$ cat src/sv/ssbf_pkg.sv
package ssbf_pkg;

    localparam int RING_DEPTH_DEF = 128;
    localparam int DATA_W         = 8;
    localparam int TRAIL_W        = 8;
    localparam int FREE_W         = 7;

    localparam logic [TRAIL_W-1:0] TRAIL_RESET = 8'd16;

    typedef enum logic [1:0] {
        OP_XFER = 2'd0,
        OP_PUSH = 2'd1,
        OP_POP  = 2'd2,
        OP_NONE = 2'd3
    } op_t;

    // controller -> datapath
    typedef struct packed {
        logic capture;
        logic rx_write;
        logic rx_pop;
        logic tx_write;
        logic tx_pop;
        logic load_result;
    } ssbf_cmd_t;

    // datapath -> controller
    typedef struct packed {
        op_t  op;
        logic store_ok;
        logic tx_nonempty;
        logic rx_nonempty;
    } ssbf_status_t;

endpackage

$ cat src/sv/ssbf_ctrl.sv
module ssbf_ctrl
    import ssbf_pkg::*;
(
    input  logic         clk,
    input  logic         rst_n,
    input  logic         start,
    input  ssbf_status_t status,
    output ssbf_cmd_t    cmd,
    output logic         busy,
    output logic         done
);

    typedef enum logic {
        S_IDLE,
        S_EXEC
    } state_t;

    state_t state_reg;
    logic   busy_reg;
    logic   done_reg;
    logic   exec;

    assign exec = (state_reg == S_EXEC);
    assign busy = busy_reg;
    assign done = done_reg;

    always_ff @(posedge clk or negedge rst_n)
    begin
        if (!rst_n)
        begin
            state_reg <= S_IDLE;
            busy_reg  <= 1'b0;
            done_reg  <= 1'b0;
        end
        else
        begin
            case (state_reg)
                S_IDLE:
                begin
                    done_reg <= 1'b0;
                    if (start)
                    begin
                        state_reg <= S_EXEC;
                        busy_reg  <= 1'b1;
                    end
                end
                S_EXEC:
                begin
                    state_reg <= S_IDLE;
                    busy_reg  <= 1'b0;
                    done_reg  <= 1'b1;
                end
                default:
                begin
                    state_reg <= S_IDLE;
                    busy_reg  <= 1'b0;
                    done_reg  <= 1'b0;
                end
            endcase
        end
    end

    always_comb
    begin
        cmd             = '0;
        cmd.capture     = start && !busy_reg;
        cmd.load_result = exec;
        case (status.op)
            OP_XFER:
            begin
                cmd.rx_write = exec && status.store_ok;
                cmd.tx_pop   = exec && status.tx_nonempty;
            end
            OP_PUSH: cmd.tx_write = exec;
            OP_POP:  cmd.rx_pop   = exec && status.rx_nonempty;
            default: ;
        endcase
    end

`ifndef SYNTHESIS
    a_one_exec_cycle: assert property (@(posedge clk) disable iff (!rst_n)
        busy |=> !busy)
        else $error("busy held longer than one execute cycle");
    a_accept_starts: assert property (@(posedge clk) disable iff (!rst_n)
        (start && !busy) |=> (busy && !done))
        else $error("accepted item did not enter execute");
    a_done_after_exec: assert property (@(posedge clk) disable iff (!rst_n)
        busy |=> done)
        else $error("execute cycle produced no result strobe");
    a_no_push_and_pop: assert property (@(posedge clk) disable iff (!rst_n)
        !(cmd.tx_write && cmd.tx_pop) && !(cmd.rx_write && cmd.rx_pop))
        else $error("ring written and read in the same step");
`endif

endmodule

$ cat src/sv/ssbf_datapath.sv
module ssbf_datapath
    import ssbf_pkg::*;
#(
    parameter int RING_DEPTH = RING_DEPTH_DEF
)
(
    input  logic               clk,
    input  logic               rst_n,
    input  ssbf_cmd_t          cmd,
    output ssbf_status_t       status,
    input  logic [1:0]         operation,
    input  logic [DATA_W-1:0]  data_byte,
    input  logic               cfg_we,
    input  logic [TRAIL_W-1:0] cfg_data,
    output logic [DATA_W-1:0]  reply_byte,
    output logic               rx_stored,
    output logic               wake,
    output logic [DATA_W-1:0]  popped_byte,
    output logic               popped_valid,
    output logic [FREE_W-1:0]  tx_free
);

    localparam int PW = $clog2(RING_DEPTH);
    localparam int CW = (PW + 1 > FREE_W) ? PW + 1 : FREE_W;

    function automatic logic [PW-1:0] ring_next(input logic [PW-1:0] i);
        return (i == PW'(RING_DEPTH - 1)) ? '0 : i + 1'b1;
    endfunction

    logic [DATA_W-1:0] tx_mem [RING_DEPTH];
    logic [DATA_W-1:0] rx_mem [RING_DEPTH];

    logic [PW-1:0]      tx_head_reg, tx_head_next;
    logic [PW-1:0]      tx_tail_reg, tx_tail_next;
    logic [PW-1:0]      rx_head_reg, rx_head_next;
    logic [PW-1:0]      rx_tail_reg, rx_tail_next;
    logic [TRAIL_W-1:0] trail_left_reg, trail_left_next;
    logic [TRAIL_W-1:0] trail_window_reg;

    op_t               op_reg;
    logic [DATA_W-1:0] data_reg;
    logic [DATA_W-1:0] tx_rd_reg;
    logic [DATA_W-1:0] rx_rd_reg;

    logic [DATA_W-1:0] reply_reg;
    logic              stored_reg;
    logic [DATA_W-1:0] popped_reg;
    logic              popped_valid_reg;
    logic [FREE_W-1:0] tx_free_reg;

    logic [CW-1:0] used;
    logic [CW-1:0] space;

    assign status.op          = op_reg;
    assign status.store_ok    = (data_reg != '0) || (trail_left_reg != '0);
    assign status.tx_nonempty = (tx_head_reg != tx_tail_reg);
    assign status.rx_nonempty = (rx_head_reg != rx_tail_reg);

    always_comb
    begin
        tx_head_next    = cmd.tx_write ? ring_next(tx_head_reg) : tx_head_reg;
        tx_tail_next    = cmd.tx_pop   ? ring_next(tx_tail_reg) : tx_tail_reg;
        rx_head_next    = cmd.rx_write ? ring_next(rx_head_reg) : rx_head_reg;
        rx_tail_next    = cmd.rx_pop   ? ring_next(rx_tail_reg) : rx_tail_reg;
        trail_left_next = trail_left_reg;
        if (cmd.rx_write)
        begin
            // nonzero reloads the window, a stored zero uses one count
            trail_left_next = (data_reg != '0) ? trail_window_reg
                                               : trail_left_reg - 1'b1;
        end
        if (tx_head_next >= tx_tail_next)
            used = CW'(tx_head_next) - CW'(tx_tail_next);
        else
            used = CW'(tx_head_next) + CW'(RING_DEPTH) - CW'(tx_tail_next);
        space = CW'(RING_DEPTH - 1) - used;
    end

    always_ff @(posedge clk or negedge rst_n)
    begin
        if (!rst_n)
        begin
            tx_head_reg      <= '0;
            tx_tail_reg      <= '0;
            rx_head_reg      <= '0;
            rx_tail_reg      <= '0;
            trail_left_reg   <= '0;
            trail_window_reg <= TRAIL_RESET;
        end
        else
        begin
            tx_head_reg    <= tx_head_next;
            tx_tail_reg    <= tx_tail_next;
            rx_head_reg    <= rx_head_next;
            rx_tail_reg    <= rx_tail_next;
            trail_left_reg <= trail_left_next;
            if (cfg_we)
                trail_window_reg <= cfg_data;
        end
    end

    // ring storage: write at head during execute, read tail on accept
    always_ff @(posedge clk)
    begin
        if (cmd.tx_write)
            tx_mem[tx_head_reg] <= data_reg;
        if (cmd.rx_write)
            rx_mem[rx_head_reg] <= data_reg;
        if (cmd.capture)
        begin
            tx_rd_reg <= tx_mem[tx_tail_reg];
            rx_rd_reg <= rx_mem[rx_tail_reg];
        end
    end

    always_ff @(posedge clk)
    begin
        if (cmd.capture)
        begin
            op_reg   <= op_t'(operation);
            data_reg <= data_byte;
        end
        if (cmd.load_result)
        begin
            reply_reg        <= cmd.tx_pop ? tx_rd_reg : '0;
            stored_reg       <= cmd.rx_write;
            popped_reg       <= cmd.rx_pop ? rx_rd_reg : '0;
            popped_valid_reg <= cmd.rx_pop;
            tx_free_reg      <= space[FREE_W-1:0];
        end
    end

    assign reply_byte   = reply_reg;
    assign rx_stored    = stored_reg;
    assign wake         = stored_reg;
    assign popped_byte  = popped_reg;
    assign popped_valid = popped_valid_reg;
    assign tx_free      = tx_free_reg;

endmodule

$ cat src/sv/spi_slave_byte_fifos_unit.sv
// Channel    | Signals                                        | Handshake
// -----------+------------------------------------------------+---------------------------
// command in | start, busy, operation, data_byte              | taken when start && !busy
// result out | done, reply_byte, rx_stored, wake,             | one-cycle strobe on done
//            | popped_byte, popped_valid, tx_free             |
// config     | cfg_valid, cfg_ready, cfg_data                 | write when valid && ready
//
// Each command has an accept and an execute step: the accept edge registers it and
// reads both ring tails, the execute edge updates rings and pointers and loads the
// result, which shows on done in the next cycle while the next command can already be
// taken. The ring memories read synchronously. Reset (rst_n low, asynchronous)
// clears pointers, trailing counter and window register (to 16), not ring contents.
// The receiver cannot stall: each result beat lasts exactly one cycle.
module spi_slave_byte_fifos_unit
    import ssbf_pkg::*;
#(
    parameter int RING_DEPTH = RING_DEPTH_DEF
)
(
    input  logic               clk,
    input  logic               rst_n,
    // command beat
    input  logic               start,
    output logic               busy,
    input  logic [1:0]         operation,
    input  logic [DATA_W-1:0]  data_byte,
    // result beat
    output logic               done,
    output logic [DATA_W-1:0]  reply_byte,
    output logic               rx_stored,
    output logic               wake,
    output logic [DATA_W-1:0]  popped_byte,
    output logic               popped_valid,
    output logic [FREE_W-1:0]  tx_free,
    // trailing window register
    input  logic               cfg_valid,
    output logic               cfg_ready,
    input  logic [TRAIL_W-1:0] cfg_data
);

    ssbf_cmd_t    cmd;
    ssbf_status_t status;

    // The window register is a plain flop: take a write beat at any time.
    assign cfg_ready = 1'b1;

    // Sequence each command: accept, execute, strobe the result.
    ssbf_ctrl u_ctrl (
        .clk    (clk),
        .rst_n  (rst_n),
        .start  (start),
        .status (status),
        .cmd    (cmd),
        .busy   (busy),
        .done   (done)
    );

    // Hold the rings, their pointers, the trailing counter and the result.
    ssbf_datapath #(
        .RING_DEPTH (RING_DEPTH)
    ) u_datapath (
        .clk          (clk),
        .rst_n        (rst_n),
        .cmd          (cmd),
        .status       (status),
        .operation    (operation),
        .data_byte    (data_byte),
        .cfg_we       (cfg_valid && cfg_ready),
        .cfg_data     (cfg_data),
        .reply_byte   (reply_byte),
        .rx_stored    (rx_stored),
        .wake         (wake),
        .popped_byte  (popped_byte),
        .popped_valid (popped_valid),
        .tx_free      (tx_free)
    );

endmodule
$ cat config.mk
export PLATFORM = sky130hd
export DESIGN_NAME = spi_slave_byte_fifos_unit
export DESIGN_NICKNAME = d
export VERILOG_FILES = /design/src/sv/ssbf_pkg.sv /design/src/sv/ssbf_ctrl.sv /design/src/sv/ssbf_datapath.sv /design/src/sv/spi_slave_byte_fifos_unit.sv
export SDC_FILE = /design/constraint.sdc
export NUM_CORES = 2
export LEC_CHECK = 0
export BUFFER_PORTS_ARGS = -buffer_cell sky130_fd_sc_hd__buf_2
export CORE_MARGIN = 2
export CORE_UTILIZATION = 45
export DETAILED_ROUTE_END_ITERATION = 6
export HOLD_SLACK_MARGIN = 0.03
export PLACE_DENSITY_LB_ADDON = 0.3
export SLEW_MARGIN = 10
export SYNTH_ARGS = -nofsm -noshare
export SYNTH_HDL_FRONTEND = slang
export SYNTH_SLANG_ARGS = --single-unit
$ cat constraint.sdc
create_clock -name clk -period 6.8 [get_ports clk]
set_input_delay 0.68 -clock clk [delete_from_list [all_inputs] [get_ports clk]]
set_output_delay 0.68 -clock clk [all_outputs]
set_load 0.005 [all_outputs]
# ---- After elaboration in Yosys (flattened, before gate mapping)
# Memory sizes are Yosys's and may differ from the RTL's. A register that Yosys moved wholly into a read port is not among the register bits.
# Index checks and enable logic that the tools add are counted.
dict set report classes {
  addsub 9
  order_cmp 1
  n_eq_ne 9
  mux 21
  n_bitwise 1
  n_reduce_logical 9
}
# op count
set op_table {}
lappend op_table {{$mux 7} 7}
lappend op_table {{$add 7x1->7 const B} 5}
lappend op_table {{$eq 7x7->1 const B} 4}
lappend op_table {{$reduce_bool 8->1} 2}
lappend op_table {{$ne 7x7->1} 2}
lappend op_table {{$sub 7x7->7} 2}
lappend op_table {{$mux 1} 10}
lappend op_table {{$mux 8} 1}
lappend op_table {{$sub 8x1->8 const B} 1}
lappend op_table {{$ge 7x7->1} 1}
lappend op_table {{$sub 7x7->7 const A} 1}
lappend op_table {{$pmux 1 s2} 3}
lappend op_table {{$logic_and 1x1->1} 4}
lappend op_table {{$eq 2x1->1 const B} 1}
lappend op_table {{$eq 2x2->1 const B} 1}
lappend op_table {{$logic_not 2->1} 1}
lappend op_table {{$ne 2x2->1 const B} 1}
lappend op_table {{$logic_not 1->1} 1}
lappend op_table {{$logic_or 1x1->1} 1}
lappend op_table {{$not 1->1} 1}
dict set report totals {
  ff_bits 82
  ramBits 2048
  in_bits 22
  n_memories 2
}
# name words word_bits rd rd_clocked_by_memory_dff write_ports line
set memory_table {}
lappend memory_table {u_datapath.rx_mem 128 8 1 1 1 ssbf_datapath.sv:31} ;# logic [DATA_W-1:0] rx_mem [RING_DEPTH];
lappend memory_table {u_datapath.tx_mem 128 8 1 1 1 ssbf_datapath.sv:30} ;# logic [DATA_W-1:0] tx_mem [RING_DEPTH];

# ---- Logic depth before layout (Yosys ltp)
dict set report depth {
  ltp_word 7
  mapped_depth 19
  ltp_nobuf 15
}

# ---- Hierarchy
# From an unflattened synthesis, not the netlist that was laid out.
dict set report unflattened {
  cells_unflattened 3711
  hier_area_um2 83413.8
}
# module n_inst cells_each area_per_inst_um2 seq_area_each_um2
set modules_own_cells {}
lappend modules_own_cells {ssbf_datapath 1 3698 83251.1 64132.8}
lappend modules_own_cells {ssbf_ctrl 1 11 151.4 75.1}
lappend modules_own_cells {spi_slave_byte_fifos_unit 1 2 11.3 0.0}

# ---- Least setup slack after synthesis
# Ideal clock, no wire load.
dict set report synth_path {
  path_kind {register -> register}
  start {register u_datapath.data_reg[1]}
  end {memory u_datapath.rx_mem[127][0] (enable)}
  arrival_ps 5485
  slack_ps 944
  stages_incl_launch_ff 12
  period_less_slack_ps 5856
  path_cell_list {edfxtp_1 > nor4_1 > nand2_1 > nor3_1 > a21o_1 > clkbuf_1 > inv_1 > and2_1 > clkbuf_1 > nand3_1 > clkbuf_1 > nor2_1}
}
# element line
set synth_rtl {}
lappend synth_rtl {{start, declared} ssbf_datapath.sv:41} ;# logic [DATA_W-1:0] data_reg;
lappend synth_rtl {{start signal, assigned} ssbf_datapath.sv:121} ;# data_reg <= data_byte;
lappend synth_rtl {{end, declared} ssbf_datapath.sv:31}

# ---- Final worst setup path
dict set report layout_path {
  start {register u_datapath.data_reg[3]}
  end {memory u_datapath.rx_mem[10][4] (enable)}
}
dict set report layout_via {
  elab_chain_cells 6
}
# element line
set layout_lines {}
lappend layout_lines {{$reduce_bool 8->1} ssbf_datapath.sv:55} ;# assign status.store_ok = (data_reg != '0) || (trail_left_reg != '0);
lappend layout_lines {{$logic_or 1x1->1} ssbf_datapath.sv:55}
lappend layout_lines {{$logic_and 1x1->1} ssbf_ctrl.sv:71} ;# cmd.rx_write = exec && status.store_ok;
lappend layout_lines {{$mux 1} ssbf_ctrl.sv:68} ;# case (status.op)
lappend layout_lines {{$mux 1} ssbf_datapath.sv:107} ;# if (cmd.rx_write)
lappend layout_lines {{$mux 1 (implied by the code)} ssbf_datapath.sv:108} ;# rx_mem[rx_head_reg] <= data_reg;
# Every way passes these cells.

==> impl_results.md <==
* Biggest regs: u_datapath.rx_mem (1024), u_datapath.tx_mem (1024)
* Core ar. at 185000 sq um
* Ys Warns at 0
* FP Rows at 158
* H-tree levels at 4
* Vias at 37.7k
* R2R cell count at 7
* Pleak at 0.0282 uW
* Synth Flop Type: edfxtp_1
* Met2 usage in global routing at 0.302
* Synth-to-layout area growth at 11.6%
* Fin crit share at 0.676
* Outcome: completed
* Worst R2R Start: u_datapath.data_reg[3]$_DFFE_PP_
* Register Area at 64200 sq um
* Multi-input combinational cell area at 18400 sq um
* Fmax at 218 MHz
* PD cells at 362 nW/um^2
* Setup Skew at 0.0286 ns
* Clock sink count at 2146
* Synth area leader: edfxtp_1
* Drc violations at 0
* WHS at 0.101 ns
* Port buffer count at 49
* Area contributors post-synth: edfxtp_1 (75%), mux4_2 (18%), dfrtp_1 (1.4%), nor2_1 (1.3%), clkbuf_1 (0.50%)
* Top-count cell post-synth: edfxtp_1
* Post-synth top cells: edfxtp_1 (2099), mux4_2 (650), nor2_1 (285)
* Die Span Y at 435 um
* Maximum root-to-sink buffer count at 3
* Die Area at 189000 sq um
* Horiz. Die Dim at 435 um
* Final hold vios at 0
* CTS Buf Count at 201
* IO Count at 51
* Met3 global-route usage at 0.0332
* Average wire per standard cell at 28.3 um
* 1st-pass router iterations at 5
* Initial core utilization at 0.452
* Largest net degree at the start of global routing at 257
* Peak fanout along the critical path at 74
* Cell Area, Synth at 83500 sq um
* Routed Antenna Nets at 0
* CP arrival at 5.04 ns
* Post-DP HPWL at 102000 um
* Slew at the pin closest to its max-slew limit at 1.25 ns
* Setup-failing EPs final at 0
* Vias in the first global route at 38.0k
* Clk Latency, worst-skew pair at 0.84 ns
* Final setup TNS at 0 ns
* Hold path start: cfg_data[0]
* Post-synthesis sequential area ratio at 0.769
* GRT Overall Usage at 0.192
* Grt total ovfl at 0
* Worst Hold Depth at 2
* Worst Setup End Kind: register
* Ratio of cells with drive above 1 in the final layout at 0.275
* # Max-Cap Violations at 0
* Syn_nets at 3724
* FF+latch count, synth at 2146
* CTS tree: done
* Min Tclk post-route at 4.59 ns
* GR Layer Usage met1 at 0.281
* Asr flop ratio synth at 0.0219
* Top cell type's share of synthesized area at 0.755
* Worst hold path type: primary input to register
* Final Wtd Congestion at 0.781
* Relative slew slack at 0.162
* Root Buffer: clkbuf_16
* Fill cell count at 14.4k
* Initial antenna violation count at 1
* Post-synth EDFFs at 2099
* Syn Area/Cell at 22.6 sq um
* Via density per instance at 5.85
* Critical Path Start: u_datapath.data_reg[3]$_DFFE_PP_
* Syn Inst Count at 3689
* Net count, final at 3833
* Clock Pin Slew Worst Setup and Hold Paths at 0.06 ns
* Post-layout utilization of the core at 0.504
* Library cells used by synthesis at 57
* First-pass GRT wire length at 267000 um
* CP Class: register to register
* GRT busiest layer: met2
* Postcts setup bufs at 0
* CP Data Required Time at 7.25 ns
* DR iter-0 viols at 4785
* RSZ-0062 raised after global routing: false
* Worst setup SP type: register
* WL final at 183000 um
* Final slew viol count at 0
* Peak supply drop at 269 uV
==> layout make-up <==
class,instances,share of cell area
Antenna cell,2,0.0000537
Clock inverter,119,0.0119
Sequential cell,2146,0.689
Timing Repair Buffer,115,0.0101
Multi-Input combinational cell,1317,0.197
Tap cell,2480,0.0333
Clock buffer,252,0.0577
Inverter,17,0.000685
==> critical path: stages, from the launching register on <==
cell	delay [ns]
edfxtp_1	0.32
buf_4	0.67
nor4_1	0.11
nand2_1	0.55
nor3_1	0.10
a21o_1	0.46
or4b_2	1.19
nor2_1	0.79
==> kinds of logic after synthesis <==
kind of cell | synth area share
flops | 0.769
other cells | 0.0000449
simple gates | 0.0243
xor+xnor | 0.00336
compound gates | 0.00798
mux | 0.182
buf+inv | 0.0117
fa+ha+maj | 0.00216
==> metrics by stage <==
step                setup WS (ns)  instances  total power (uW)  cell area [sq um]
finish                       2.21       6448             33700              93200
global route                 1.90       6446             34900              93200
CTS                          2.18       6445             34000              93200
detailed placement           2.20       6062             23000              86600
global placement             2.26       6062             23000              86600
floorplan                   0.944       3689             20800              83500
==> timing repair <==
item,4_1_cts,5_1_grt
endpoints found under the hold margin,57,0
hold buffers,12,0
setup endpoints to repair,0,0
resized for setup,0,0
==> final timing paths <==
kind,slack [ns],endpoint
max,2.21,u_datapath.rx_mem[10][4]$_DFFE_PP_
min,0.10,u_datapath.trail_window_reg[0]$_DFFE_PN0P_
max reg2reg,2.21,u_datapath.rx_mem[10][4]$_DFFE_PP_
min reg2reg,0.52,u_datapath.trail_window_reg[3]$_DFFE_PN0P_
max in group asynchronous,5.75,u_datapath.rx_tail_reg[3]$_DFFE_PN0P_
min in group asynchronous,0.52,u_ctrl.done$_DFF_PN0_
==> power by group <==
part / switching [uW] / internal [uW]
clock: 4810 / 6290
combinational: 3720 / 3820
sequential: 406 / 14700
total: 8930 / 24800
==> layer usage <==
layer,share of wire,routed length (um)
met1,0.43,78200
met2,0.48,88200
met3,0.066,12100
met4,0.022,4010
met5,0.000027,5
==> cell usage in the layout (no fill, tap or decap), types with 23 or more instances in the layout <==
cell type  Yosys  final
nand2_1       67     62
dfrtp_1       46     38
clkbuf_1     112     41
clkbuf_16      0    206
clkinv_2       0     43
mux4_2       650    650
buf_4         14     40
nor2_1       285    285
o21ai_0       23     23
edfxtp_1    2099   2099
clkinv_1       0     34
mux2i_1       32     32
nor2b_1       25     24
buf_2         46     49
No activity file was read; power rests on OpenSTA's default activity.
